===== config.mk =====
export PLATFORM = sky130hd
export DESIGN_NAME = tgi_out_fifo
export DESIGN_NICKNAME = d
export VERILOG_FILES = /design/src/rtl/tgi_pkg.sv /design/src/rtl/tgi_out_fifo.sv
export SDC_FILE = /design/constraint.sdc
export NUM_CORES = 1
export LEC_CHECK = 0
export ABC_AREA = 1
export BUFFER_PORTS_ARGS = -buffer_cell sky130_fd_sc_hd__buf_2
export CELL_PAD_IN_SITES_DETAIL_PLACEMENT = 0
export CELL_PAD_IN_SITES_GLOBAL_PLACEMENT = 2
export CORE_UTILIZATION = 42
export DETAILED_ROUTE_END_ITERATION = 6
export HOLD_SLACK_MARGIN = 0.08
export PLACE_DENSITY = 0.89
export SLEW_MARGIN = 20
export SYNTH_ARGS = -nofsm -noshare
export SYNTH_HDL_FRONTEND = slang
export SYNTH_SLANG_ARGS = --single-unit

===== constraint.sdc =====
create_clock -name clk -period 4.1 [get_ports clk]
set_input_delay 0.82 -clock clk [delete_from_list [all_inputs] [get_ports clk]]
set_output_delay 0.82 -clock clk [all_outputs]
set_load 0.03 [all_outputs]

===== src/rtl/tgi_pkg.sv =====
// Shared types and constants for the trilinear grid interpolator.
// No dependencies; used by tgi_out_fifo and trilinear_grid_interpolator.
`default_nettype none
package tgi_pkg;

  // axis point counts (defaults)
  localparam int N1_POINTS_DEF = 16;
  localparam int N2_POINTS_DEF = 16;
  localparam int NY_POINTS_DEF = 32;

  // result queue depth; covers the pipeline latency at full rate
  localparam int OUT_FIFO_DEPTH = 8;

  localparam int CFG_IDX_W = 3;
  localparam int CFG_W     = 31;

  localparam logic [CFG_IDX_W-1:0] REG_FF1_MAX   = 3'd0;
  localparam logic [CFG_IDX_W-1:0] REG_FF2_MAX   = 3'd1;
  localparam logic [CFG_IDX_W-1:0] REG_Y_MAX     = 3'd2;
  localparam logic [CFG_IDX_W-1:0] REG_INV_STEP1 = 3'd3;
  localparam logic [CFG_IDX_W-1:0] REG_INV_STEP2 = 3'd4;
  localparam logic [CFG_IDX_W-1:0] REG_INV_STEPY = 3'd5;

  localparam logic [CFG_W-1:0] FF1_MAX_RST   = 31'd65536;
  localparam logic [CFG_W-1:0] FF2_MAX_RST   = 31'd65536;
  localparam logic [CFG_W-1:0] Y_MAX_RST     = 31'd655360;
  localparam logic [CFG_W-1:0] INV_STEP1_RST = 31'd983040;
  localparam logic [CFG_W-1:0] INV_STEP2_RST = 31'd983040;
  localparam logic [CFG_W-1:0] INV_STEPY_RST = 31'd101580;

  typedef logic [1:0] status_t;
  localparam status_t ST_OK    = 2'd0;
  localparam status_t ST_ZERO  = 2'd1;
  localparam status_t ST_RANGE = 2'd2;

  // per-stage control
  typedef struct packed {
    logic    valid;
    logic    query;
    status_t status;
  } ctl_t;

  typedef struct packed {
    logic [31:0] result;
    status_t     status;
  } out_item_t;

endpackage
`default_nettype wire


===== src/rtl/tgi_out_fifo.sv =====
// Result queue between the blend pipeline and the output channel.
// Depends on tgi_pkg (out_item_t).
`default_nettype none
module tgi_out_fifo #(
  parameter int DEPTH = 8
) (
  input  wire logic                          clk,
  input  wire logic                          rst,
  input  wire logic                          push,
  input  wire tgi_pkg::out_item_t            push_data,
  input  wire logic                          pop,
  output tgi_pkg::out_item_t                 head,
  output logic [$clog2(DEPTH+1)-1:0]         level
);
  localparam int PW = (DEPTH > 1) ? $clog2(DEPTH) : 1;
  localparam int LW = $clog2(DEPTH+1);

  tgi_pkg::out_item_t mem [DEPTH];
  logic [PW-1:0] wr_ptr, rd_ptr;

  function automatic logic [PW-1:0] ptr_inc(input logic [PW-1:0] p);
    ptr_inc = (int'(p) == DEPTH-1) ? '0 : p + PW'(1);
  endfunction

  always_ff @(posedge clk) begin
    if (rst) begin
      wr_ptr <= '0;
      rd_ptr <= '0;
      level  <= '0;
    end else begin
      if (push) wr_ptr <= ptr_inc(wr_ptr);
      if (pop)  rd_ptr <= ptr_inc(rd_ptr);
      level <= level + LW'(push) - LW'(pop);
    end
  end

  always_ff @(posedge clk) begin
    if (push) mem[wr_ptr] <= push_data;
  end

  assign head = mem[rd_ptr];
endmodule
`default_nettype wire


Word-level counts from Yosys, hierarchy flattened
Memories as Yosys holds them, arrays and structs flattened. A register that Yosys moved wholly into a read port is not among the register bits.
Index checks and enable logic that the tools add are counted.
{"block": "word_totals", "reg_bits": 10, "ram_bits": 272, "input_bits": 38, "output_inout_bits": 38, "n_memories": 1}
{"block": "op_classes", "add_sub_neg": 4, "n_eq_ne": 2, "n_mux": 6}
{"memory": "mem", "words": 8, "word_bits": 34, "read_ports": 1, "rd_ports_with_merged_regs": 1, "write_ports": 1, "line_no": "tgi_out_fifo.sv:18", "rtl": "tgi_pkg::out_item_t mem [DEPTH];"}
{"cell": "two-way mux 3 bit", "n": 4}
{"cell": "adder 3 x 1 -> 3 bit, second input constant", "n": 2}
{"cell": "== test 3 x 1 -> 1 bit, second input constant", "n": 2}
{"cell": "adder 4 x 1 -> 4 bit", "n": 1}
{"cell": "subtractor 4 x 1 -> 4 bit", "n": 1}
{"cell": "two-way mux 1 bit", "n": 2}

Depth between registers and ports, before layout
Gate-level depths: netlist (run 1).
{"block": "logic_depth", "depth_word": 4, "ltp_mapped": 9}

Least setup slack after synthesis (run 1)
No wires, ideal clock.
{"block": "synth_path", "path_type": "input-to-reg", "start": "in push", "end": "mem mem[1][0] in the netlist's numbering (enable)", "t_arrival_ns": 2.384, "setup_slack_ns": 1.290, "cell_stages": 2, "n_path_buf": 0, "path_cell_list": "nand2_1 nor2_1"}
{"block": "synth_via", "elab_chain_cells": 2}
{"item": "start, declared", "line_no": "tgi_out_fifo.sv:9", "rtl": "input wire logic push,"}
{"item": "two-way mux 1 bit", "line_no": "tgi_out_fifo.sv:38", "rtl": "if (push) mem[wr_ptr] <= push_data;"}
{"item": "two-way mux 1 bit (implied by the code)", "line_no": "tgi_out_fifo.sv:38"}
{"item": "end, declared", "line_no": "tgi_out_fifo.sv:18"}
No other way between the ends.

==> flow_metrics.env, run 1 <==
export IMPL_syn_cell_area_sq_mm=0.01243
export IMPL_hpwlAfterDp_um=14560
export IMPL_fin_setup_tns_ns=0
export IMPL_grt_pass1_vias=7684
export IMPL_worst_setup_path_type="reg2out"
export IMPL_clock_tree_root_cell="clkbuf_16"
export IMPL_clkLatencyLatePin_ns=0.54
export IMPL_vias_per_cell=4.559
export IMPL_hold_buffers=0
export IMPL_hold_path_depth=2
export IMPL_slew_headroom_pct=37.77
export IMPL_antenna_found_initial=2
export IMPL_grt_max_degree=137
export IMPL_hold_class="reg2reg"
export IMPL_post_route_util_pct=49.00
export IMPL_drv_cap=0
export IMPL_rsz0062_at_grt="no"
export IMPL_reg2reg_slack_ns=2.17
export IMPL_slew_violations=0
export IMPL_hp_start="rd_ptr[1]"
export IMPL_crit_fanout=68
export IMPL_start_util_pct=42.97
export IMPL_core_area_sq_mm=0.02894
export IMPL_io_buffers=75
export IMPL_num_antenna_cells=0
export IMPL_crit_path_start_kind="flip-flop"
export IMPL_gr_usage_met2_pct=30.82
export IMPL_firstDrtPassIters=4
export IMPL_grt_overflow=0
export IMPL_ios=76
export IMPL_cts_resized=0
export IMPL_routed_wl_um=26580
export IMPL_crit_top_cell="nand2_1"
export IMPL_power_density_mw_per_mm2=465.0
export IMPL_drive_gt1_share_pct=10.69
export IMPL_critical_path_required_ns=3.28
export IMPL_cts_buffers_inserted=30
export IMPL_synth_fa_ha_area_share_pct=0.9661
export IMPL_grt_pass1_wl_um=42630
export IMPL_cts_tree="built"
export IMPL_endpoint_kind="primary output"
export IMPL_swShare_pct=25.21
export IMPL_finalHoldViolCount=0
export IMPL_period_minus_slack_ns=3.137
export IMPL_p_comb_share_pct=12.1
export IMPL_synthTopCellsByArea="edfxtp_1, nand2_1, inv_1"
export IMPL_synthMuxAreaShare_pct=0
export IMPL_critPathArrivalTime_ns=2.32
export IMPL_cp_slowest_stage_delay_ns=0.70
export IMPL_met3_usage_pct=2.581
export IMPL_synth_top_cell_by_area="edfxtp_1"
export IMPL_wire_per_inst_um=15.27
export IMPL_postPlaceCellArea_sq_mm=0.01328
export IMPL_peakVddDrop_v=0.0002666
export IMPL_drc=0
export IMPL_rr_startpoint="wr_ptr[0]"
export IMPL_die_y_um=174.1
export IMPL_power_share_clock_pct=37.7
export IMPL_fin_worst_skew_ns=0.006575
export IMPL_yosys_warnings=0
export IMPL_nets=1381
export IMPL_chipWidth_um=174.1
export IMPL_netlist_area_leader_share_pct=65.69
export IMPL_setup_viol=0
export IMPL_gp_congestion=0.7101
export IMPL_syn_area_per_cell_sq_um=9.875
export IMPL_clock_sinks=285
export IMPL_ys_seq_area_share_pct=67.79
export IMPL_reg2reg_depth=3
export IMPL_synthSimpleGateAreaFrac_pct=19.95
export IMPL_crit_slowest_cell="buf_4"
export IMPL_clk_pin_slew_ns=0.06
export IMPL_worst_pin_slew_ns=0.9335
export IMPL_max_freq_ghz=0.3188
export IMPL_postCtsSetupRepairBufs=0
export IMPL_h_tree_depth=1
export IMPL_synth_top_family_by_area="simple AND/OR/NAND/NOR gates"
export IMPL_ant_nets=0
export IMPL_synth_compound_area_share_pct=0.3824
export IMPL_dieArea_sq_mm=0.03030
export IMPL_timing_rr_end="mem[3][20]"
export IMPL_post_route_period_util_pct=76.51
export IMPL_rows=62
export IMPL_power_leakage_nw=6.529
export IMPL_stdcell_area_sq_mm=0.01418
export IMPL_grt_busiest_layer="met2"
export IMPL_area_delta_synth_final_pct=14.04
export IMPL_clockBufferDepth=3
export IMPL_syn_nets=1306
export IMPL_fillCellCount=2641
export IMPL_synth_xor_area_share_pct=0.07044
export IMPL_synth_distinct_cells=20
export IMPL_synthCells=1259
export IMPL_ys_ff_latch=285
export IMPL_vias=7938
export IMPL_met1_usage_pct=24.54
export IMPL_status="finished, final reports clean"
export IMPL_drtIter0Drc=536
export IMPL_internal_power_mw=4.931
export IMPL_track_usage_pct=18.08
export IMPL_path_cells="buf_4 > nand3_1 > nand2_1 > nand2_1 > nand2_1 > buf_2"
export IMPL_seqPwrFrac_pct=50.2
export IMPL_p_sw_mw=1.662
==> layout by cell type (no fill, tap or decap) <==
master | synthesis | final
bufinv_16 | 0 | 1
xnor2_1 | 1 | 1
dfxtp_2 | 0 | 2
inv_1 | 287 | 287
clkinvlp_4 | 0 | 1
ha_1 | 8 | 8
dfxtp_4 | 0 | 1
edfxtp_1 | 272 | 272
clkinv_2 | 0 | 4
nor2_4 | 0 | 8
or2_2 | 1 | 1
inv_2 | 2 | 1
fa_1 | 1 | 1
dfxtp_1 | 13 | 10
o21a_1 | 1 | 1
buf_4 | 10 | 16
a21oi_1 | 6 | 6
inv_4 | 0 | 1
clkbuf_1 | 20 | 5
buf_12 | 0 | 3
buf_2 | 19 | 75
clkbuf_16 | 0 | 31
nor2_1 | 16 | 8
clkinv_1 | 1 | 14
o21ai_0 | 2 | 2
nand3_1 | 138 | 138
nand2_1 | 459 | 459
==> per-layer routing <==
metal  wire length (um)  share of wire, %  vias up
li1                   -                 -     4052
met5                 23             0.087        -
met1              12280                46     3709
met3                998               3.8       43
met4                472               1.8        4
met2              12800                48      130
==> logic make-up (layout without fill, tap and decap cells) <==
logic type / Yosys count / count (layout)
buffers and inverters: 341 / 439
adder cells (fa/ha/maj): 9 / 9
AO/OA/AOI/OAI: 9 / 9
AND/OR/NAND/NOR: 614 / 614
flip-flops: 285 / 285
XOR/XNOR: 1 / 1
==> state kept, by name, indices dropped and copies added, names as in the netlist, named ones only <==
register and count:
mem 272, wr_ptr 3, level 4, rd_ptr 3
==> Yosys cell counts <==
cell / n
or2_2: 1
edfxtp_1: 272
inv_1: 287
nand2_1: 459
clkbuf_1: 20
nor2_1: 16
buf_2: 19
buf_6: 1
buf_1: 1
fa_1: 1
buf_4: 10
xnor2_1: 1
dfxtp_1: 13
inv_2: 2
o21ai_0: 2
a21oi_1: 6
clkinv_1: 1
nand3_1: 138
ha_1: 8
o21a_1: 1
==> how the worst max path moves through the flow <==
stage	from	to	slack (ns)	cells after the start
finish	flip-flop	head[1]	0.96	6
global route	flip-flop	head[3]	0.83	6
CTS	flip-flop	head[33]	0.92	5
detailed placement	push	mem[3][11]	1.50	4
global placement	flip-flop	head[1]	1.53	6
floorplan	push	mem[1][0]	1.29	2
==> critical path: cells and delay by family, from the launching register on <==
family	cells	cell delay [ns]
buffers and inverters	2	0.93
and+or+nand+nor	4	0.47
DFF	1	0.33
==> area by class of cell <==
cell class	count	area [sq um]	share of cell area [%]
Clock buffer	36	794.5	5.604
Clock inverter	19	106.4	0.7501
Inverter	290	1091	7.695
Multi-Input combinational cell	633	2716	19.16
Sequential cell	285	8434	59.49
Tap cell	384	480.5	3.389
Timing Repair Buffer	94	555.5	3.918
==> stage by stage <==
| stage | hold slack (ns) | total power [mW] | std cells | setup slack, ns |
|---|---|---|---|---|
| 2_1_floorplan | 0.4538 | 3.914 | 1259 | 1.290 |
| 3_3_place_gp | 0.4843 | 4.179 | 1686 | 1.529 |
| 3_5_place_dp | 0.4828 | 4.184 | 1686 | 1.499 |
| 4_1_cts | 0.4929 | 6.666 | 1741 | 0.9175 |
| 5_1_grt | 0.5253 | 6.855 | 1741 | 0.8279 |
| 6_report | 0.4862 | 6.592 | 1741 | 0.9629 |
==> power groups by stage <==
| stage | clock network [mW] | registers [mW] | logic (mW) |
|---|---|---|---|
| floorplan | 0 | 3.39 | 0.522 |
| global placement | 0 | 3.37 | 0.812 |
| detailed placement | 0 | 3.37 | 0.814 |
| CTS | 2.54 | 3.31 | 0.817 |
| global route | 2.64 | 3.32 | 0.901 |
| finish | 2.48 | 3.31 | 0.799 |
Power figures use the tool's default switching activity.
==> inputs of run 2 (changes only) <==
--- a/config.mk
+++ b/config.mk
@@ -5,14 +5,14 @@
 export SDC_FILE = /design/constraint.sdc
 export NUM_CORES = 1
 export LEC_CHECK = 0
-export ABC_AREA = 1
+export ABC_AREA = 0
 export BUFFER_PORTS_ARGS = -buffer_cell sky130_fd_sc_hd__buf_2
 export CELL_PAD_IN_SITES_DETAIL_PLACEMENT = 0
 export CELL_PAD_IN_SITES_GLOBAL_PLACEMENT = 2
-export CORE_UTILIZATION = 42
+export CORE_UTILIZATION = 48
 export DETAILED_ROUTE_END_ITERATION = 6
 export HOLD_SLACK_MARGIN = 0.08
-export PLACE_DENSITY = 0.89
+export PLACE_DENSITY = 0.84
 export SLEW_MARGIN = 20
 export SYNTH_ARGS = -nofsm -noshare
 export SYNTH_HDL_FRONTEND = slang
==> constraint.sdc (replaced) <==
create_clock -name clk -period 3.2 [get_ports clk]
set_input_delay 0.64 -clock clk [delete_from_list [all_inputs] [get_ports clk]]
set_output_delay 0.64 -clock clk [all_outputs]
set_load 0.03 [all_outputs]
==> run 2 against run 1 <==
Compared with the run above:
- critical path depth is 2 lower
- count of clock-buffer cells in the layout is 2 lower
- clock power is 36% higher
- setup slack worse by 0.78 ns
- first-iteration DRC count is 31% lower
- clock skew is 0.0033 ns higher
- global-route usage is 0.41 points lower
- largest cell class unchanged
- synthesized cell count is 63% lower
- total power is 26% higher
- synthesized area is 12% lower
- die area is 23% lower
- register-to-register slack worse by 0.83 ns
==> flow_metrics.env, run 2 <==
export IMPL_postCtsSetupRepairBufs=1
export IMPL_finalHoldViolCount=0
export IMPL_setup_viol=0
export IMPL_start_util_pct=49.64
export IMPL_hold_buffers=0
export IMPL_worst_pin_slew_ns=0.6033
export IMPL_firstDrtPassIters=4
export IMPL_place_ws_ns=0.5810
export IMPL_ios=76
export IMPL_syn_cell_area_sq_mm=0.01097
export IMPL_hpwlAfterDp_um=11790
export IMPL_chipWidth_um=153.2
export IMPL_ys_ff_latch=285
export IMPL_cp_num_buf_inv=2
export IMPL_status="finished, final reports clean"
export IMPL_hp_start="push_data[11]"
export IMPL_io_buffers=75
export IMPL_synth_distinct_cells=26
export IMPL_h_tree_depth=1
export IMPL_hold_class="in2reg"
export IMPL_core_area_sq_mm=0.02209
export IMPL_critPathArrivalTime_ns=2.38
export IMPL_swShare_pct=21.20
export IMPL_slew_violations=0
export IMPL_drive_gt1_share_pct=40.81
export IMPL_period_minus_slack_ns=3.020
export IMPL_synth_xor_area_share_pct=0.1597
export IMPL_endpoint_kind="primary output"
export IMPL_synth_top_cell_by_area="edfxtp_1"
export IMPL_synth_compound_area_share_pct=0.3423
export IMPL_largest_reg_flops=272
export IMPL_clk_pin_slew_ns=0.07
export IMPL_rsz0062_at_grt="no"
export IMPL_cp_slowest_stage_delay_ns=0.59
export IMPL_power_leakage_nw=4.262
export IMPL_cts_tree="built"
export IMPL_wire_per_inst_um=22.90
export IMPL_area_delta_synth_final_pct=17.17
export IMPL_drc=0
export IMPL_synthFlopType="edfxtp_1"
export IMPL_grt_pass1_vias=5324
export IMPL_grt_overflow=0
export IMPL_fillCellCount=1566
export IMPL_drv_cap=0
export IMPL_layout_common_cells="edfxtp_1, buf_2, mux4_2"
export IMPL_ant_nets=0
export IMPL_synth_edf_count=272
export IMPL_p_comb_share_pct=8.6
export IMPL_internal_power_mw=6.542
export IMPL_largestRegisters="mem (272), level (4)"
export IMPL_clock_sinks=285
export IMPL_ys_seq_area_share_pct=76.85
export IMPL_path_cells="buf_4 > mux4_1 > mux2_4 > buf_2"
export IMPL_stdcell_count=874
export IMPL_post_route_period_util_pct=94.37
export IMPL_post_route_util_pct=58.16
export IMPL_synthMuxAreaShare_pct=18.73
export IMPL_dieArea_sq_mm=0.02346
export IMPL_top_register="mem"
export IMPL_syn_area_per_cell_sq_um=23.74
export IMPL_drtIter0Drc=370
export IMPL_synth_fa_ha_area_share_pct=1.095
export IMPL_nets=618
export IMPL_crit_slowest_cell="mux4_1"
export IMPL_crit_path_start_kind="flip-flop"
export IMPL_grt_pass1_wl_um=30680
export IMPL_fin_worst_skew_ns=0.009921
export IMPL_dp_cells=819
export IMPL_rows=54
export IMPL_total_power_mw=8.302
export IMPL_power_share_clock_pct=40.6
export IMPL_vias=4886
export IMPL_fin_setup_tns_ns=0
export IMPL_clkLatencyLatePin_ns=0.53
export IMPL_clock_tree_root_cell="clkbuf_16"
export IMPL_synthSimpleGateAreaFrac_pct=1.289
export IMPL_clockBufferDepth=3
export IMPL_fin_ws_ns=0.1801
export IMPL_crit_fanout=12
export IMPL_synthCells=462
export IMPL_gp_congestion=0.6957
export IMPL_routed_wl_um=20010
export IMPL_critPathTopFamily="multiplexers"
export IMPL_antenna_found_initial=1
export IMPL_power_density_mw_per_mm2=646.1
export IMPL_reg2reg_slack_ns=1.34
export IMPL_cts_buffers_inserted=29
export IMPL_grt_max_degree=31
export IMPL_p_sw_mw=1.760
export IMPL_synthTopCellsByCount="edfxtp_1, mux4_2, mux2_4"
export IMPL_worst_hold_slack_ns=0.3751
export IMPL_netlist_area_leader_share_pct=74.48
export IMPL_synthTopCellsByArea="edfxtp_1, mux4_2, mux4_1"
export IMPL_synth_async_reset_ratio_pct=0
export IMPL_slew_headroom_pct=59.65
export IMPL_stdcell_area_sq_mm=0.01285
export IMPL_vias_per_cell=5.590
export IMPL_rr_startpoint="wr_ptr[1]"
export IMPL_yosys_warnings=0
export IMPL_peakVddDrop_v=0.0005012
export IMPL_worst_setup_path_type="reg2out"
export IMPL_seqPwrFrac_pct=50.8
export IMPL_syn_nets=509
export IMPL_final_common_cell="edfxtp_1"
export IMPL_synth_most_common_cell="edfxtp_1"
export IMPL_cts_resized=0
export IMPL_die_y_um=153.2
export IMPL_track_usage_pct=17.68
export IMPL_max_freq_ghz=0.3311
export IMPL_postPlaceCellArea_sq_mm=0.01187
export IMPL_synth_top_family_by_area="multiplexers"
export IMPL_critical_path_required_ns=2.56
==> run 2: area by class of cell <==
cell class,instances,area [sq um],share of cell area [%]
flip-flops and latches,285,8437,65.66
diodes,1,2.502,0.01947
multi-input cells,150,2439,18.98
clock buffers,34,744.5,5.794
inverters,6,22.52,0.1753
well taps,280,350.3,2.726
repair buffers,99,638.1,4.966
clock inverters,19,216.5,1.685
==> run 2: kinds of logic after synthesis <==
| kind of cell | Yosys count |
|---|---|
| AOI/OAI and AO/OA | 7 |
| xor gates and xnor gates | 2 |
| adders and majority gates | 9 |
| buffers and inverters | 27 |
| DFF | 285 |
| muxes | 104 |
| and+or+nand+nor | 28 |
==> run 2: layer usage <==
layer	routed length (um)	track usage, %
met1	8253	22.28
met3	1119	3.657
met5	0	0
met2	10180	31.09
met4	460	4.858
==> run 2: path summary, 6_finish.rpt <==
check,end,depth (start not counted)
max,head[21],4
min,mem[0][11],1
max reg2reg,mem[3][30],3
min reg2reg,flip-flop,2
==> run 2: power by group through the flow <==
| stage | combinational (mW) | sequential, mW | clock [mW] |
|---|---|---|---|
| CTS | 0.730 | 4.22 | 3.45 |
| global placement | 0.706 | 4.29 | 0 |
| global route | 0.773 | 4.22 | 3.60 |
| detailed placement | 0.719 | 4.30 | 0 |
| floorplan | 0.479 | 4.31 | 0 |
| finish | 0.716 | 4.22 | 3.37 |
